$ cat src/rtl/nfcr_pkg.sv
// nfcr_pkg: types and constants shared by the reader uart frame receiver
// no dependencies

package nfcr_pkg;

	typedef enum logic [2:0] {
		PH_HUNT,
		PH_PAYLOAD,
		PH_DCS,
		PH_POST,
		PH_ACKPOST
	} phase_t;

	// result kinds, carried on m_tuser
	localparam logic [2:0] KIND_DATA     = 3'd0;
	localparam logic [2:0] KIND_DONE     = 3'd1;
	localparam logic [2:0] KIND_ACK      = 3'd2;
	localparam logic [2:0] KIND_BADSTART = 3'd3;
	localparam logic [2:0] KIND_BADLCS   = 3'd4;
	localparam logic [2:0] KIND_TOOLONG  = 3'd5;
	localparam logic [2:0] KIND_TIMEOUT  = 3'd6;
	localparam logic [2:0] KIND_NOTACK   = 3'd7;

	// input operations, carried on s_tuser
	localparam logic OP_BYTE = 1'b0;
	localparam logic OP_TICK = 1'b1;

	// configuration register indexes
	localparam logic REG_MAX_PAYLOAD   = 1'b0;
	localparam logic REG_TIMEOUT_TICKS = 1'b1;

	localparam logic [15:0] MAX_PAYLOAD_RESET   = 16'd282;
	localparam logic [15:0] TIMEOUT_TICKS_RESET = 16'd1000;

	localparam logic [7:0] LCS_ACK_BYTE = 8'hff;
	localparam logic [7:0] ACK_POST_BYTE = 8'h00;
	localparam logic [2:0] HDR_LAST = 3'd5;

	// expected preamble and start code bytes 00 00 ff
	function automatic logic [7:0] start_byte(input logic [1:0] idx);
		logic [7:0] r;
		case (idx)
			2'd0:    r = 8'h00;
			2'd1:    r = 8'h00;
			2'd2:    r = 8'hff;
			default: r = 8'h00;
		endcase
		return r;
	endfunction

endpackage

$ cat src/rtl/nfc_uart_frame_receiver.sv
// nfc_uart_frame_receiver: byte-wise deframer for reader uart responses
// depends on nfcr_pkg

// Takes one request per clock: either a received uart byte (s_tuser 0) or a
// timer tick (s_tuser 1). Each request passes through an input register, one
// level of deframing logic and an output register. One request per cycle is
// sustained. s_tready
// drops only when the input register holds a request and the output register
// holds a result that m_tready does not take in that cycle. Payload bytes come
// out as kind 0; the end of a frame gives kind 1 with the length and the data
// checksum verdict; ack, not-ack, bad start, bad length checksum, too long and
// timeout have kinds of their own. Write max_payload and timeout_ticks only
// while no request is in flight.

module nfc_uart_frame_receiver (
	input  logic        clk,
	input  logic        arst_n,
	input  logic        cfg_we,
	input  logic        cfg_index,
	input  logic [15:0] cfg_data,
	input  logic        s_tvalid,
	output logic        s_tready,
	input  logic [7:0]  s_tdata,  // [7:0] rx_byte
	input  logic        s_tuser,  // [0] operation
	output logic        m_tvalid,
	input  logic        m_tready,
	output logic [31:0] m_tdata,  // [7:0] data_byte, [23:8] frame_length, [24] dcs_ok
	output logic [2:0]  m_tuser   // [2:0] kind
);
	import nfcr_pkg::*;

	logic [15:0] max_payload_q;
	logic [15:0] timeout_ticks_q;

	logic        valid_s1;
	logic        op_s1;
	logic [7:0]  byte_s1;

	phase_t      phase_q, phase_d;
	logic [2:0]  hdr_cnt_q, hdr_cnt_d;
	logic        start_ok_q, start_ok_d;
	logic [7:0]  len_hi_q, len_hi_d;
	logic [15:0] pay_len_q, pay_len_d;
	logic [15:0] left_q, left_d;
	logic [7:0]  sum_q, sum_d;
	logic [15:0] ticks_q, ticks_d;

	logic        emit;
	logic [2:0]  kind_d;
	logic [7:0]  data_d;
	logic [15:0] flen_d;
	logic        ok_d;

	logic        res_valid_q;
	logic [2:0]  kind_q;
	logic [7:0]  data_q;
	logic [15:0] flen_q;
	logic        ok_q;

	logic        go_s1;
	logic        in_frame;
	logic [15:0] ticks_inc;
	logic [7:0]  lcs_sum;

	assign go_s1    = valid_s1 && (!res_valid_q || m_tready);
	assign s_tready = !valid_s1 || go_s1;

	always_ff @(posedge clk or negedge arst_n) begin
		if (!arst_n) begin
			max_payload_q   <= MAX_PAYLOAD_RESET;
			timeout_ticks_q <= TIMEOUT_TICKS_RESET;
		end else if (cfg_we) begin
			case (cfg_index)
				REG_MAX_PAYLOAD:   max_payload_q   <= cfg_data;
				REG_TIMEOUT_TICKS: timeout_ticks_q <= cfg_data;
				default: ;
			endcase
		end
	end

	// input register
	always_ff @(posedge clk or negedge arst_n) begin
		if (!arst_n) begin
			valid_s1 <= 1'b0;
		end else if (s_tready) begin
			valid_s1 <= s_tvalid;
		end
	end

	always_ff @(posedge clk) begin
		if (s_tready && s_tvalid) begin
			op_s1   <= s_tuser;
			byte_s1 <= s_tdata;
		end
	end

	assign in_frame  = (phase_q != PH_HUNT) || (hdr_cnt_q != 3'd0);
	assign ticks_inc = (ticks_q != 16'hffff) ? ticks_q + 16'd1 : ticks_q;
	assign lcs_sum   = len_hi_q + pay_len_q[7:0] + byte_s1;

	always_comb begin
		phase_d    = phase_q;
		hdr_cnt_d  = hdr_cnt_q;
		start_ok_d = start_ok_q;
		len_hi_d   = len_hi_q;
		pay_len_d  = pay_len_q;
		left_d     = left_q;
		sum_d      = sum_q;
		ticks_d    = ticks_q;
		emit       = 1'b0;
		kind_d     = KIND_DATA;
		data_d     = 8'h00;
		flen_d     = 16'h0000;
		ok_d       = 1'b0;

		if (op_s1 == OP_TICK) begin
			if (in_frame) begin
				ticks_d = ticks_inc;
				if (ticks_inc >= timeout_ticks_q) begin
					emit       = 1'b1;
					kind_d     = KIND_TIMEOUT;
					phase_d    = PH_HUNT;
					hdr_cnt_d  = 3'd0;
					start_ok_d = 1'b1;
					ticks_d    = 16'h0000;
				end
			end
		end else begin
			unique case (phase_q)
				PH_PAYLOAD: begin
					sum_d  = sum_q + byte_s1;
					left_d = left_q - 16'd1;
					if (left_q == 16'd1) begin
						phase_d = PH_DCS;
					end
					emit   = 1'b1;
					kind_d = KIND_DATA;
					data_d = byte_s1;
				end
				PH_DCS: begin
					sum_d   = sum_q + byte_s1;
					phase_d = PH_POST;
				end
				PH_POST: begin
					// postamble value is not checked
					emit       = 1'b1;
					kind_d     = KIND_DONE;
					flen_d     = pay_len_q;
					ok_d       = (sum_q == 8'h00);
					phase_d    = PH_HUNT;
					hdr_cnt_d  = 3'd0;
					start_ok_d = 1'b1;
					ticks_d    = 16'h0000;
				end
				PH_ACKPOST: begin
					emit       = 1'b1;
					kind_d     = (byte_s1 == ACK_POST_BYTE) ? KIND_ACK : KIND_NOTACK;
					phase_d    = PH_HUNT;
					hdr_cnt_d  = 3'd0;
					start_ok_d = 1'b1;
					ticks_d    = 16'h0000;
				end
				PH_HUNT: begin
					if (hdr_cnt_q == 3'd0) begin
						ticks_d = 16'h0000;
					end
					if (hdr_cnt_q < 3'd3) begin
						if (byte_s1 != start_byte(hdr_cnt_q[1:0])) begin
							start_ok_d = 1'b0;
						end
						hdr_cnt_d = hdr_cnt_q + 3'd1;
					end else if (hdr_cnt_q == 3'd3) begin
						len_hi_d  = byte_s1;
						hdr_cnt_d = 3'd4;
					end else if (hdr_cnt_q == 3'd4) begin
						pay_len_d = {len_hi_q, byte_s1};
						hdr_cnt_d = HDR_LAST;
					end else begin
						// length checksum byte: start code, ack, checksum, limit
						hdr_cnt_d  = 3'd0;
						start_ok_d = 1'b1;
						if (!start_ok_q) begin
							emit    = 1'b1;
							kind_d  = KIND_BADSTART;
							ticks_d = 16'h0000;
						end else if (pay_len_q == 16'h0000 && byte_s1 == LCS_ACK_BYTE) begin
							phase_d = PH_ACKPOST;
						end else if (lcs_sum != 8'h00) begin
							emit    = 1'b1;
							kind_d  = KIND_BADLCS;
							ticks_d = 16'h0000;
						end else if (pay_len_q > max_payload_q) begin
							emit    = 1'b1;
							kind_d  = KIND_TOOLONG;
							ticks_d = 16'h0000;
						end else begin
							left_d  = pay_len_q;
							sum_d   = 8'h00;
							phase_d = (pay_len_q != 16'h0000) ? PH_PAYLOAD : PH_DCS;
						end
					end
				end
				default: ;
			endcase
		end
	end

	always_ff @(posedge clk or negedge arst_n) begin
		if (!arst_n) begin
			phase_q     <= PH_HUNT;
			hdr_cnt_q   <= 3'd0;
			start_ok_q  <= 1'b1;
			len_hi_q    <= 8'h00;
			pay_len_q   <= 16'h0000;
			left_q      <= 16'h0000;
			sum_q       <= 8'h00;
			ticks_q     <= 16'h0000;
			res_valid_q <= 1'b0;
		end else begin
			if (go_s1) begin
				phase_q     <= phase_d;
				hdr_cnt_q   <= hdr_cnt_d;
				start_ok_q  <= start_ok_d;
				len_hi_q    <= len_hi_d;
				pay_len_q   <= pay_len_d;
				left_q      <= left_d;
				sum_q       <= sum_d;
				ticks_q     <= ticks_d;
				res_valid_q <= emit;
			end else if (m_tready) begin
				res_valid_q <= 1'b0;
			end
		end
	end

	always_ff @(posedge clk) begin
		if (go_s1 && emit) begin
			kind_q <= kind_d;
			data_q <= data_d;
			flen_q <= flen_d;
			ok_q   <= ok_d;
		end
	end

	assign m_tvalid = res_valid_q;
	assign m_tuser  = kind_q;
	assign m_tdata  = {7'd0, ok_q, flen_q, data_q};

	// header counting happens only while hunting
	a_hdr_only_hunt: assert property (@(posedge clk) disable iff (!arst_n)
		(phase_q != PH_HUNT) |-> (hdr_cnt_q == 3'd0))
		else $error("header count nonzero outside hunt");

	// payload phase always has bytes left
	a_payload_left: assert property (@(posedge clk) disable iff (!arst_n)
		(phase_q == PH_PAYLOAD) |-> (left_q != 16'h0000))
		else $error("payload phase with no bytes left");

	// no tick count outside a frame
	a_ticks_idle: assert property (@(posedge clk) disable iff (!arst_n)
		(phase_q == PH_HUNT && hdr_cnt_q == 3'd0) |-> (ticks_q == 16'h0000))
		else $error("tick count held while not in a frame");

	// only payload results carry a data byte
	a_data_zero: assert property (@(posedge clk) disable iff (!arst_n)
		(m_tvalid && m_tuser != KIND_DATA) |-> (m_tdata[7:0] == 8'h00))
		else $error("data byte on a non-payload result");

	// a result waiting on the output blocks a full input register
	a_stall: assert property (@(posedge clk) disable iff (!arst_n)
		(valid_s1 && m_tvalid && !m_tready) |=> (valid_s1 && $stable(byte_s1)))
		else $error("input register lost a request during stall");

endmodule

$ cat config.mk
export PLATFORM = sky130hd
export DESIGN_NAME = nfc_uart_frame_receiver
export DESIGN_NICKNAME = d
export VERILOG_FILES = /design/src/rtl/nfcr_pkg.sv /design/src/rtl/nfc_uart_frame_receiver.sv
export SDC_FILE = /design/constraint.sdc
export NUM_CORES = 1
export LEC_CHECK = 0
export BUFFER_PORTS_ARGS = -buffer_cell sky130_fd_sc_hd__buf_2
export CELL_PAD_IN_SITES_DETAIL_PLACEMENT = 1
export CELL_PAD_IN_SITES_GLOBAL_PLACEMENT = 1
export CORE_UTILIZATION = 30
export CTS_BUF_LIST = sky130_fd_sc_hd__clkbuf_2
export CTS_CLUSTER_DIAMETER = 80
export CTS_CLUSTER_SIZE = 40
export DETAILED_ROUTE_END_ITERATION = 10
export PLACE_DENSITY_LB_ADDON = 0.25
export SKIP_CTS_REPAIR_TIMING = 1
export SLEW_MARGIN = 20
export SYNTH_ARGS = -nofsm -noshare
export SYNTH_HDL_FRONTEND = slang
export SYNTH_SLANG_ARGS = --single-unit
export TNS_END_PERCENT = 10
$ cat constraint.sdc
create_clock -name clk -period 5.3 [get_ports clk]
set_input_delay 0.795 -clock clk [delete_from_list [all_inputs] [get_ports clk]]
set_output_delay 0.795 -clock clk [all_outputs]
set_load 0.01 [all_outputs]
==> results of run 1 <==
flip-flops by register name, indices dropped and copies added (netlist names), 8 cells and up:
| signal | count |
|---|---|
| ticks_q | 16 |
| data_q | 8 |
| sum_q | 8 |
| left_q | 16 |
| pay_len_q | 16 |
| timeout_ticks_q | 16 |
| byte_s1 | 8 |
| flen_q | 16 |
| len_hi_q | 8 |
| max_payload_q | 16 |
logic make-up (layout without fill, tap and decap cells):
logic type / after synthesis / count (layout) / synth area share (%)
buf+inv: 93 / 154 / 4.708
simple gates: 302 / 302 / 19.19
flops: 142 / 142 / 44.12
other cells: 1 / 8 / 0.04409
fa+ha+maj: 60 / 60 / 9.622
mux: 46 / 46 / 6.017
xor+xnor: 21 / 21 / 2.163
compound gates: 184 / 184 / 14.14
metal layers:
layer	up-vias	share of wire, %	global-route usage [%]
met5	-	0	0
met4	0	1.7	5.366
met3	26	3.2	2.535
met2	113	47	29.51
met1	3373	49	25.75
li1	3196	-	-
cell usage in the layout (no fill, tap or decap), drive strengths merged, types with 7 or more instances in the layout:
cell	instances
xnor2	9
dfrtp	94
a22oi	15
nand3	32
o21ai	65
or3	7
nor3	17
o2bb2ai	10
xor2	12
nor2b	10
conb	7
and3	8
dfstp	11
clkbuf	18
nand4	20
nor2	46
fa	9
and2	27
inv	61
nand2b	8
nor4	22
nand2	80
ha	51
a21oi	34
edfxtp	37
buf	70
mux2	41
layout make-up:
class | count | area (sq um) | area share (%)
inverters | 52 | 195.2 | 2.071
repair buffers | 70 | 377.9 | 4.008
diodes | 1 | 2.502 | 0.02655
clock inverters | 14 | 146.4 | 1.553
well taps | 378 | 473.0 | 5.017
multi-input cells | 620 | 4389 | 46.56
clock buffers | 18 | 90.09 | 0.9557
flip-flops and latches | 142 | 3752 | 39.81
per-stage QoR:
stage | power (mW) | cells
after floorplan | 2.556 | 855
after global placement | 3.017 | 1262
after detailed placement | 3.047 | 1262
after CTS | 3.750 | 1294
after global routing | 3.994 | 1295
final | 3.710 | 1295
worst max-delay path, cell delays in order, from the launching register on:
cell	delay, ns
edfxtp_1	0.55
fa_1	0.58
ha_1	0.17
inv_1	0.06
fa_1	0.40
nand2b_1	0.18
a21oi_1	0.14
o22ai_1	0.11
xnor2_1	0.47
o21ai_1	0.22
nand2_1	0.50
o2bb2ai_2	0.17
buf_4	0.38
worst paths after layout:
kind,start,slack (ns),cells past startpoint,to
setup / recovery,byte_s1[1],1.04,12,flen_q[9]
hold / removal,arst_n,0.07,1,ticks_q[14]
setup reg to reg,byte_s1[1],1.04,12,flen_q[9]
hold reg to reg,timeout_ticks_q[13],0.54,1,timeout_ticks_q[13]
max in group asynchronous,arst_n,4.05,2,len_hi_q[2]
min in group clk,s_tdata[3],0.17,1,byte_s1[3]
power by group through the flow:
stage	registers (mW)	logic, mW	clock network [mW]
2_1_floorplan	1.51	1.04	0
3_3_place_gp	1.63	1.39	0
3_5_place_dp	1.63	1.41	0
4_1_cts	1.61	1.43	0.712
5_1_grt	1.64	1.61	0.743
6_report	1.61	1.42	0.681
==> flow_summary.json, run 1 <==
{
  "status": "completed",
  "ys_async_sr_fraction_pct": 73.94,
  "end_kind": "flip-flop",
  "yosysSeqAreaShare_pct": 44.12,
  "vias": 6708,
  "avgViaCountPerCell": 5.180,
  "antenna_found_initial": 1,
  "internal-power_mw": 2.113,
  "whs_ns": 0.06911,
  "synth-edff-count": 37,
  "ys_seq_elements": 142,
  "p_leak_nw": 3.961,
  "tns_ns": 0,
  "place.gp.congestion": 0.8515,
  "clockRootBuffer": "clkbuf_2",
  "dieHeight_microns": 170.4,
  "grt_start_max_net_pins": 58,
  "finalMaxSlewViolations": 0,
  "fin_crit_ns": 4.257,
  "coreArea_sq_um": 27860,
  "finalInstanceArea_sq_um": 9427,
  "insertion_delay_ns": 0.77,
  "max_freq_mhz": 234.9,
  "path_max_fanout": 28,
  "arrival_ns": 4.71,
  "setup_viol": 0,
  "drtAntennaViolNets": 0,
  "port_buffers": 60,
  "p_sw_mw": 1.597,
  "syn_avg_cell_area_sq_um": 10.02,
  "synth.cell_area_sq_um": 8504,
  "clkSinkCount": 142,
  "hpwl_microns": 18280,
  "placed_area_sq_um": 9188,
  "syn_to_final_growth_pct": 10.84,
  "clockBufferDepth": 2,
  "cts.reportedPaths.clkPinSlew_ns": 0.26,
  "synth.most_common_cell": "dfrtp_1",
  "hold_class": "primary input to async pin",
  "grt_pass1_wl_microns": 40300,
  "h-tree-depth": 4,
  "maxCapViolCount": 0,
  "wirelength_microns": 25300,
  "cts_buffers": 17,
  "dr.pass1.iters": 5,
  "preCtsSetupSlack_ns": 1.052,
  "rsz0062_at_grt": "no",
  "syn-instance-count": 849,
  "comb_power_share_pct": 38.3,
  "seq_power_share_pct": 43.4,
  "netSwitchingFraction_pct": 43.04,
  "track_usage_pct": 18.43,
  "p_clk_share_pct": 18.4,
  "first_global_vias": 6909,
  "critPathKind": "flip-flop to flip-flop",
  "wl_per_cell_microns": 19.53,
  "die-area_sq_um": 29030,
  "final_core_util_pct": 33.84,
  "cts_tree": "yes",
  "yosysTopAreaCell": "dfrtp_1",
  "finalWorstSetupSlack_ns": 1.043,
  "drt_iter0_drc": 342,
  "synth.cells.most_frequent": "94 x dfrtp_1, 79 x nand2_1, 51 x ha_1, 50 x inv_1, 49 x o21ai_0",
  "final_nets": 994,
  "synth_warnings": 0,
  "grt_overflow": 0,
  "fp.dieW_microns": 170.4,
  "start_util_pct": 30.53,
  "io_pins": 68,
  "max-vdd-ir-drop_mv": 0.1746,
  "cp_data_required_time_ns": 5.75,
  "ys_types": 86,
  "rows": 61,
  "drive_gt1_share_pct": 18.67,
  "synth_top_area_share_pct": 27.66,
  "ys_top_cells_by_area": "dfrtp_1 28%, edfxtp_1 13%, ha_1 7.5%",
  "slew_headroom_pct": 25.35,
  "drc_errors": 0,
  "cp-start-kind": "flip-flop",
  "synth_flop_cell": "dfrtp_1",
  "hold_viol_final": 0,
  "fin_worst_skew_ns": 0.04164,
  "worstMarginPinSlew_ns": 1.120,
  "fin_crit_sh_pct": 80.31,
  "nFillCells": 3207,
  "powerDensity_nw_per_um2": 393.6
}
Power figures use the tool's default switching activity.
==> inputs of run 2 (changes only) <==
Clock period 5.3 ns to 4.4 ns, I/O delays scaled along.
==> run 2 against run 1 <==
- core utilization grew 1.1 points
- clock-buffer cell count shrank 1
- via count shrank 0.13%
- sequential cell count is the same
- sequential power grew 19%
- largest cell class unchanged
- highest routed layer unchanged
==> flow_summary.json, run 2 (same netlist as run 1, synthesis figures left out) <==
{
  "routed-wl-met3_microns": 536,
  "drive_gt1_share_pct": 19.75,
  "antenna_found_initial": 1,
  "layout_common_cells": "94 x dfrtp_1, 79 x nand2_1, 59 x buf_2",
  "dp.cells": 1278,
  "place.gp.congestion": 0.7841,
  "fin_crit_sh_pct": 95.05,
  "cp-start-kind": "flip-flop",
  "dr.max_layer_used": "met4",
  "cts_tree": "yes",
  "clockBufferDepth": 2,
  "instances_no_fill": 1323,
  "fp.dieW_microns": 170.4,
  "clockRootBuffer": "clkbuf_2",
  "clkSinkCount": 142,
  "drt_iter0_drc": 354,
  "vias": 6699,
  "drtAntennaViolNets": 0,
  "path_max_fanout": 14,
  "dieHeight_microns": 170.4,
  "drc_errors": 0,
  "setup_viol": 0,
  "cp_data_required_time_ns": 4.84,
  "dr.pass1.iters": 4,
  "cts_buffers": 17,
  "rows": 61,
  "ff2ff_path_depth": 15,
  "first_global_vias": 6944,
  "fin_worst_skew_ns": 0.05342,
  "avgViaCountPerCell": 5.063,
  "wl_met1_microns": 12060,
  "layout_commonest_cell": "dfrtp_1",
  "wirelength_microns": 25160,
  "tns_ns": 0,
  "powerDensity_nw_per_um2": 472.0,
  "coreArea_sq_um": 27860,
  "io_pins": 68,
  "total_power_mw": 4.589,
  "hold_depth": 2,
  "final_nets": 1020,
  "fin_crit_ns": 4.182,
  "hold_viol_final": 0,
  "worstMarginPinSlew_ns": 1.092,
  "hpwl_microns": 18080,
  "grt_start_max_net_pins": 54,
  "insertion_delay_ns": 0.77,
  "cts.reportedPaths.clkPinSlew_ns": 0.26,
  "die-area_sq_um": 29030,
  "grt_pass1_wl_microns": 39840,
  "max_freq_mhz": 239.1,
  "finalMaxSlewViolations": 0,
  "end_kind": "flip-flop",
  "hold_class": "primary input to flip-flop",
  "port_buffers": 60,
  "max-vdd-ir-drop_mv": 0.2163,
  "wl_met2_microns": 12050,
  "maxCapViolCount": 0,
  "h-tree-depth": 4,
  "critPathKind": "flip-flop to flip-flop",
  "slew_headroom_pct": 26.64,
  "p_leak_nw": 4.108,
  "start_util_pct": 30.53,
  "grt_overflow": 0,
  "wl_per_cell_microns": 19.02,
  "arrival_ns": 4.63,
  "track_usage_pct": 18.15,
  "final_core_util_pct": 34.90,
  "syn_to_final_growth_pct": 14.32,
  "status": "completed"
}
run 2: cell types whose count changed in the layout (fill, tap and decap cells not counted), sizes merged:
| cell | previous run | this run |
|---|---|---|
| buf | 70 | 86 |
| bufinv | 1 | 2 |
| clkbuf | 18 | 17 |
| clkinv | 0 | 4 |
| clkinvlp | 4 | 1 |
| diode | 1 | 3 |
| dlygate4sd3 | 0 | 9 |
| inv | 61 | 60 |
| o2bb2ai | 10 | 11 |
run 2: path summary, 6_finish.rpt:
| path | startpoint | endpoint | slack, ns |
|---|---|---|---|
| min | s_tvalid | valid_s1 | 0.08 |
| max | ticks_q[0] | data_q[6] | 0.22 |
| min reg2reg | max_payload_q[4] | max_payload_q[4] | 0.54 |
| max reg2reg | ticks_q[0] | data_q[6] | 0.22 |
| min in group asynchronous | arst_n | ticks_q[14] | 0.44 |
| max in group asynchronous | arst_n | start_ok_q | 3.10 |
run 2: metrics by stage:
step	setup WS, ns	hold WS (ns)	cell area (sq um)
final	0.2178	0.08059	9722
after global routing	-0.05208	0.0009987	9719
after CTS	0.08644	-0.1612	9595
after detailed placement	0.1457	0.4993	9330
after global placement	0.2518	0.4912	9330
after floorplan	0.4486	0.3644	8533
run 2: cell type report:
type                       count  area, sq um
timing repair buffer          95        600.6
clock inverter                15        180.2
fill                        3213        18140
multi-input combinational    621         4428
sequential                   142         3752
clock buffer                  17        85.08
inverter                      52        195.2
antenna                        3        7.507
tap                          378        473.0
run 2: worst max-delay path, cell delays in order (launching register included):
cell	delay, ns
dfrtp_1	0.51
ha_1	0.20
and4_1	0.22
nand4_1	0.12
o21ai_1	0.27
buf_4	0.19
nor2_1	0.07
xor2_1	0.16
ha_1	0.33
a211oi_1	0.22
nand2_1	0.09
a31oi_1	0.14
a21oi_1	0.13
o211a_1	0.28
nor2_1	0.60
o2bb2ai_4	0.35
run 2: power breakdown:
group	leakage, nW	switching, mW	internal [mW]
logic	2.32	1.05	0.764
registers	1.63	0.301	1.61
clock network	0.156	0.587	0.287
run 2: per-layer routing:
layer,track usage [%],vias up
li1,-,3246
met1,24.47,3351
met2,29.86,78
met3,2.744,24
met4,5.523,0
met5,0,-
==> inputs of run 3 (changes only) <==
Settings changed: CORE_UTILIZATION 30 to 35.
Clock period 4.4 ns to 3.5 ns, I/O delays scaled along.
==> run 3 against run 2 <==
- the run now ends with negative setup slack left
- worst hold slack better by 0.032 ns
- cell area up 5.6%
- core utilization grew 8.4 points
- clock power rose by 19%
- clock skew shrank 0.0012 ns
- die area shrank 14%
- register-to-register slack got worse by 0.26 ns
- highest routed layer unchanged
==> flow_summary.json, run 3 (same netlist as run 1, synthesis figures left out) <==
{
  "finalInstanceArea_sq_um": 10260,
  "path_delay_family": "adder cells",
  "cts.reportedPaths.clkPinSlew_ns": 0.21,
  "clkSinkCount": 142,
  "start_util_pct": 35.91,
  "critPathLaunch": "pay_len_q[1]",
  "drive_gt1_share_pct": 24.73,
  "drt_iter0_drc": 368,
  "wirelength_microns": 25780,
  "drtAntennaViolNets": 0,
  "h-tree-depth": 4,
  "clockRootBuffer": "clkbuf_2",
  "reg2reg_to": "left_q[4]",
  "end_kind": "flip-flop",
  "hpwl_microns": 18830,
  "antenna_found_initial": 1,
  "fin_crit_sh_pct": 101.3,
  "grt_util_met3_pct": 3.832,
  "grt_pass1_wl_microns": 39720,
  "insertion_delay_ns": 0.76,
  "cts_buffers": 17,
  "cp_data_required_time_ns": 4.11,
  "place.gp.congestion": 0.8231,
  "instances_no_fill": 1323,
  "fin_crit_ns": 3.544,
  "path_cells": "fa_1, ha_2, inv_2, fa_1, and3b_1, o311a_1, o21ai_2, or3_4, nor4b_4, buf_6, mux2i_1, o221ai_1",
  "critPathKind": "flip-flop to flip-flop",
  "nFillCells": 2743,
  "fin_worst_skew_ns": 0.05225,
  "track_usage_pct": 21.18,
  "slew_headroom_pct": 45.46,
  "fp.dieW_microns": 157.9,
  "hold_viol_final": 0,
  "cp_common_cell": "fa_1",
  "max-vdd-ir-drop_mv": 0.3700,
  "finalWorstSetupSlack_ns": -0.04390,
  "arrival_ns": 4.15,
  "p_leak_nw": 4.425,
  "final_core_util_pct": 43.34,
  "clockBufferDepth": 2,
  "rsz0062_at_grt": "yes",
  "syn_to_final_growth_pct": 20.69,
  "path_buf_inv": 2,
  "use_met2_pct": 34.70,
  "path_depth": 12,
  "hold_class": "primary input to flip-flop",
  "placed_area_sq_um": 9548,
  "worst-r2r-setup-slack_ns": -0.04,
  "grt_overflow": 0,
  "powerDensity_nw_per_um2": 591.7,
  "tns_ns": -0.08403,
  "dr.pass1.iters": 5,
  "top_usage_layer": "met2",
  "path_max_fanout": 6,
  "cp-endpoint": "left_q[4]",
  "ff2ff_path_depth": 12,
  "rows": 56,
  "maxCapViolCount": 0,
  "layout_commonest_cell": "dfrtp_1",
  "r2r_start": "pay_len_q[1]",
  "wl_per_cell_microns": 19.48,
  "worstMarginPinSlew_ns": 0.8181,
  "dp.cells": 1254,
  "die-area_sq_um": 24930,
  "vias": 7016,
  "dieHeight_microns": 157.9,
  "avgViaCountPerCell": 5.303,
  "io_pins": 68,
  "port_buffers": 60,
  "cp_slowest_stage_delay_ns": 0.57,
  "preCtsSetupSlack_ns": -0.02464,
  "first_global_vias": 7187,
  "cts_tree": "yes",
  "grtUsageMet1_pct": 28.80,
  "coreArea_sq_um": 23680,
  "violations": "negative setup slack",
  "grt_start_max_net_pins": 49,
  "setup_viol": 3,
  "final_nets": 1081,
  "cp-start-kind": "flip-flop",
  "layout_common_cells": "94 x dfrtp_1, 78 x nand2_1, 66 x buf_4",
  "max_freq_mhz": 282.2,
  "finalMaxSlewViolations": 0,
  "min_from": "m_tready",
  "crit_slowest_cell": "fa_1",
  "status": "complete, but fails checks",
  "drc_errors": 0
}
[run 3: cell count changes in the layout (fill, tap and decap cells not counted), sizes merged, moves of 2 or more]
cell	change
clkinv	+2
buf	+42
inv	-2
dlygate4sd3	+18
clkbuf	+3
diode	-2
[run 3: final cells by class]
type / count / area, sq um / share of cell area (%)
diodes: 1 / 2.502 / 0.02438
clock buffers: 18 / 90.09 / 0.8777
clock inverters: 14 / 160.2 / 1.560
inverters: 52 / 195.2 / 1.902
multi-input cells: 620 / 4502 / 43.86
flip-flops and latches: 142 / 3752 / 36.56
well taps: 319 / 399.1 / 3.889
repair buffers: 157 / 1162 / 11.33
[run 3: power breakdown]
group	internal (mW)	switching [mW]
sequential	2.02	0.242
combinational	1.19	1.57
clock	0.351	0.691
[run 3: how the worst min path moves through the flow]
stage / cells after the start / to / slack (ns)
6_report: 3 / valid_s1 / 0.11
5_1_grt: 3 / valid_s1 / 0.01
4_1_cts: 1 / ticks_q[13] / -0.25
3_5_place_dp: 1 / timeout_ticks_q[2] / 0.49
3_3_place_gp: 1 / timeout_ticks_q[10] / 0.49
2_1_floorplan: 0 / hdr_cnt_q[0] / 0.23
[run 3: worst reg2reg max path: cells and delay by family, from the launching register on]
kind / cells / cell delay [ns]
and+or+nand+nor: 3 / 0.94
muxes: 1 / 0.19
DFF: 1 / 0.46
AOI/OAI and AO/OA: 3 / 0.38
buffers and inverters: 2 / 0.22
adders and majority gates: 3 / 1.24
[run 3: metrics by stage]
step | power, mW | hold slack, ns
after global routing | 6.503 | 0.01146
after floorplan | 3.931 | 0.2294
after global placement | 4.816 | 0.4900
final | 6.073 | 0.1123
after CTS | 5.962 | -0.2537
after detailed placement | 4.889 | 0.4947
[run 3: per-layer routing]
layer  routed length [microns]  up-vias
met5                         0        -
met4                       339        0
met3                       835       22
met2                     12450      102
met1                     12150     3529
li1                          -     3363
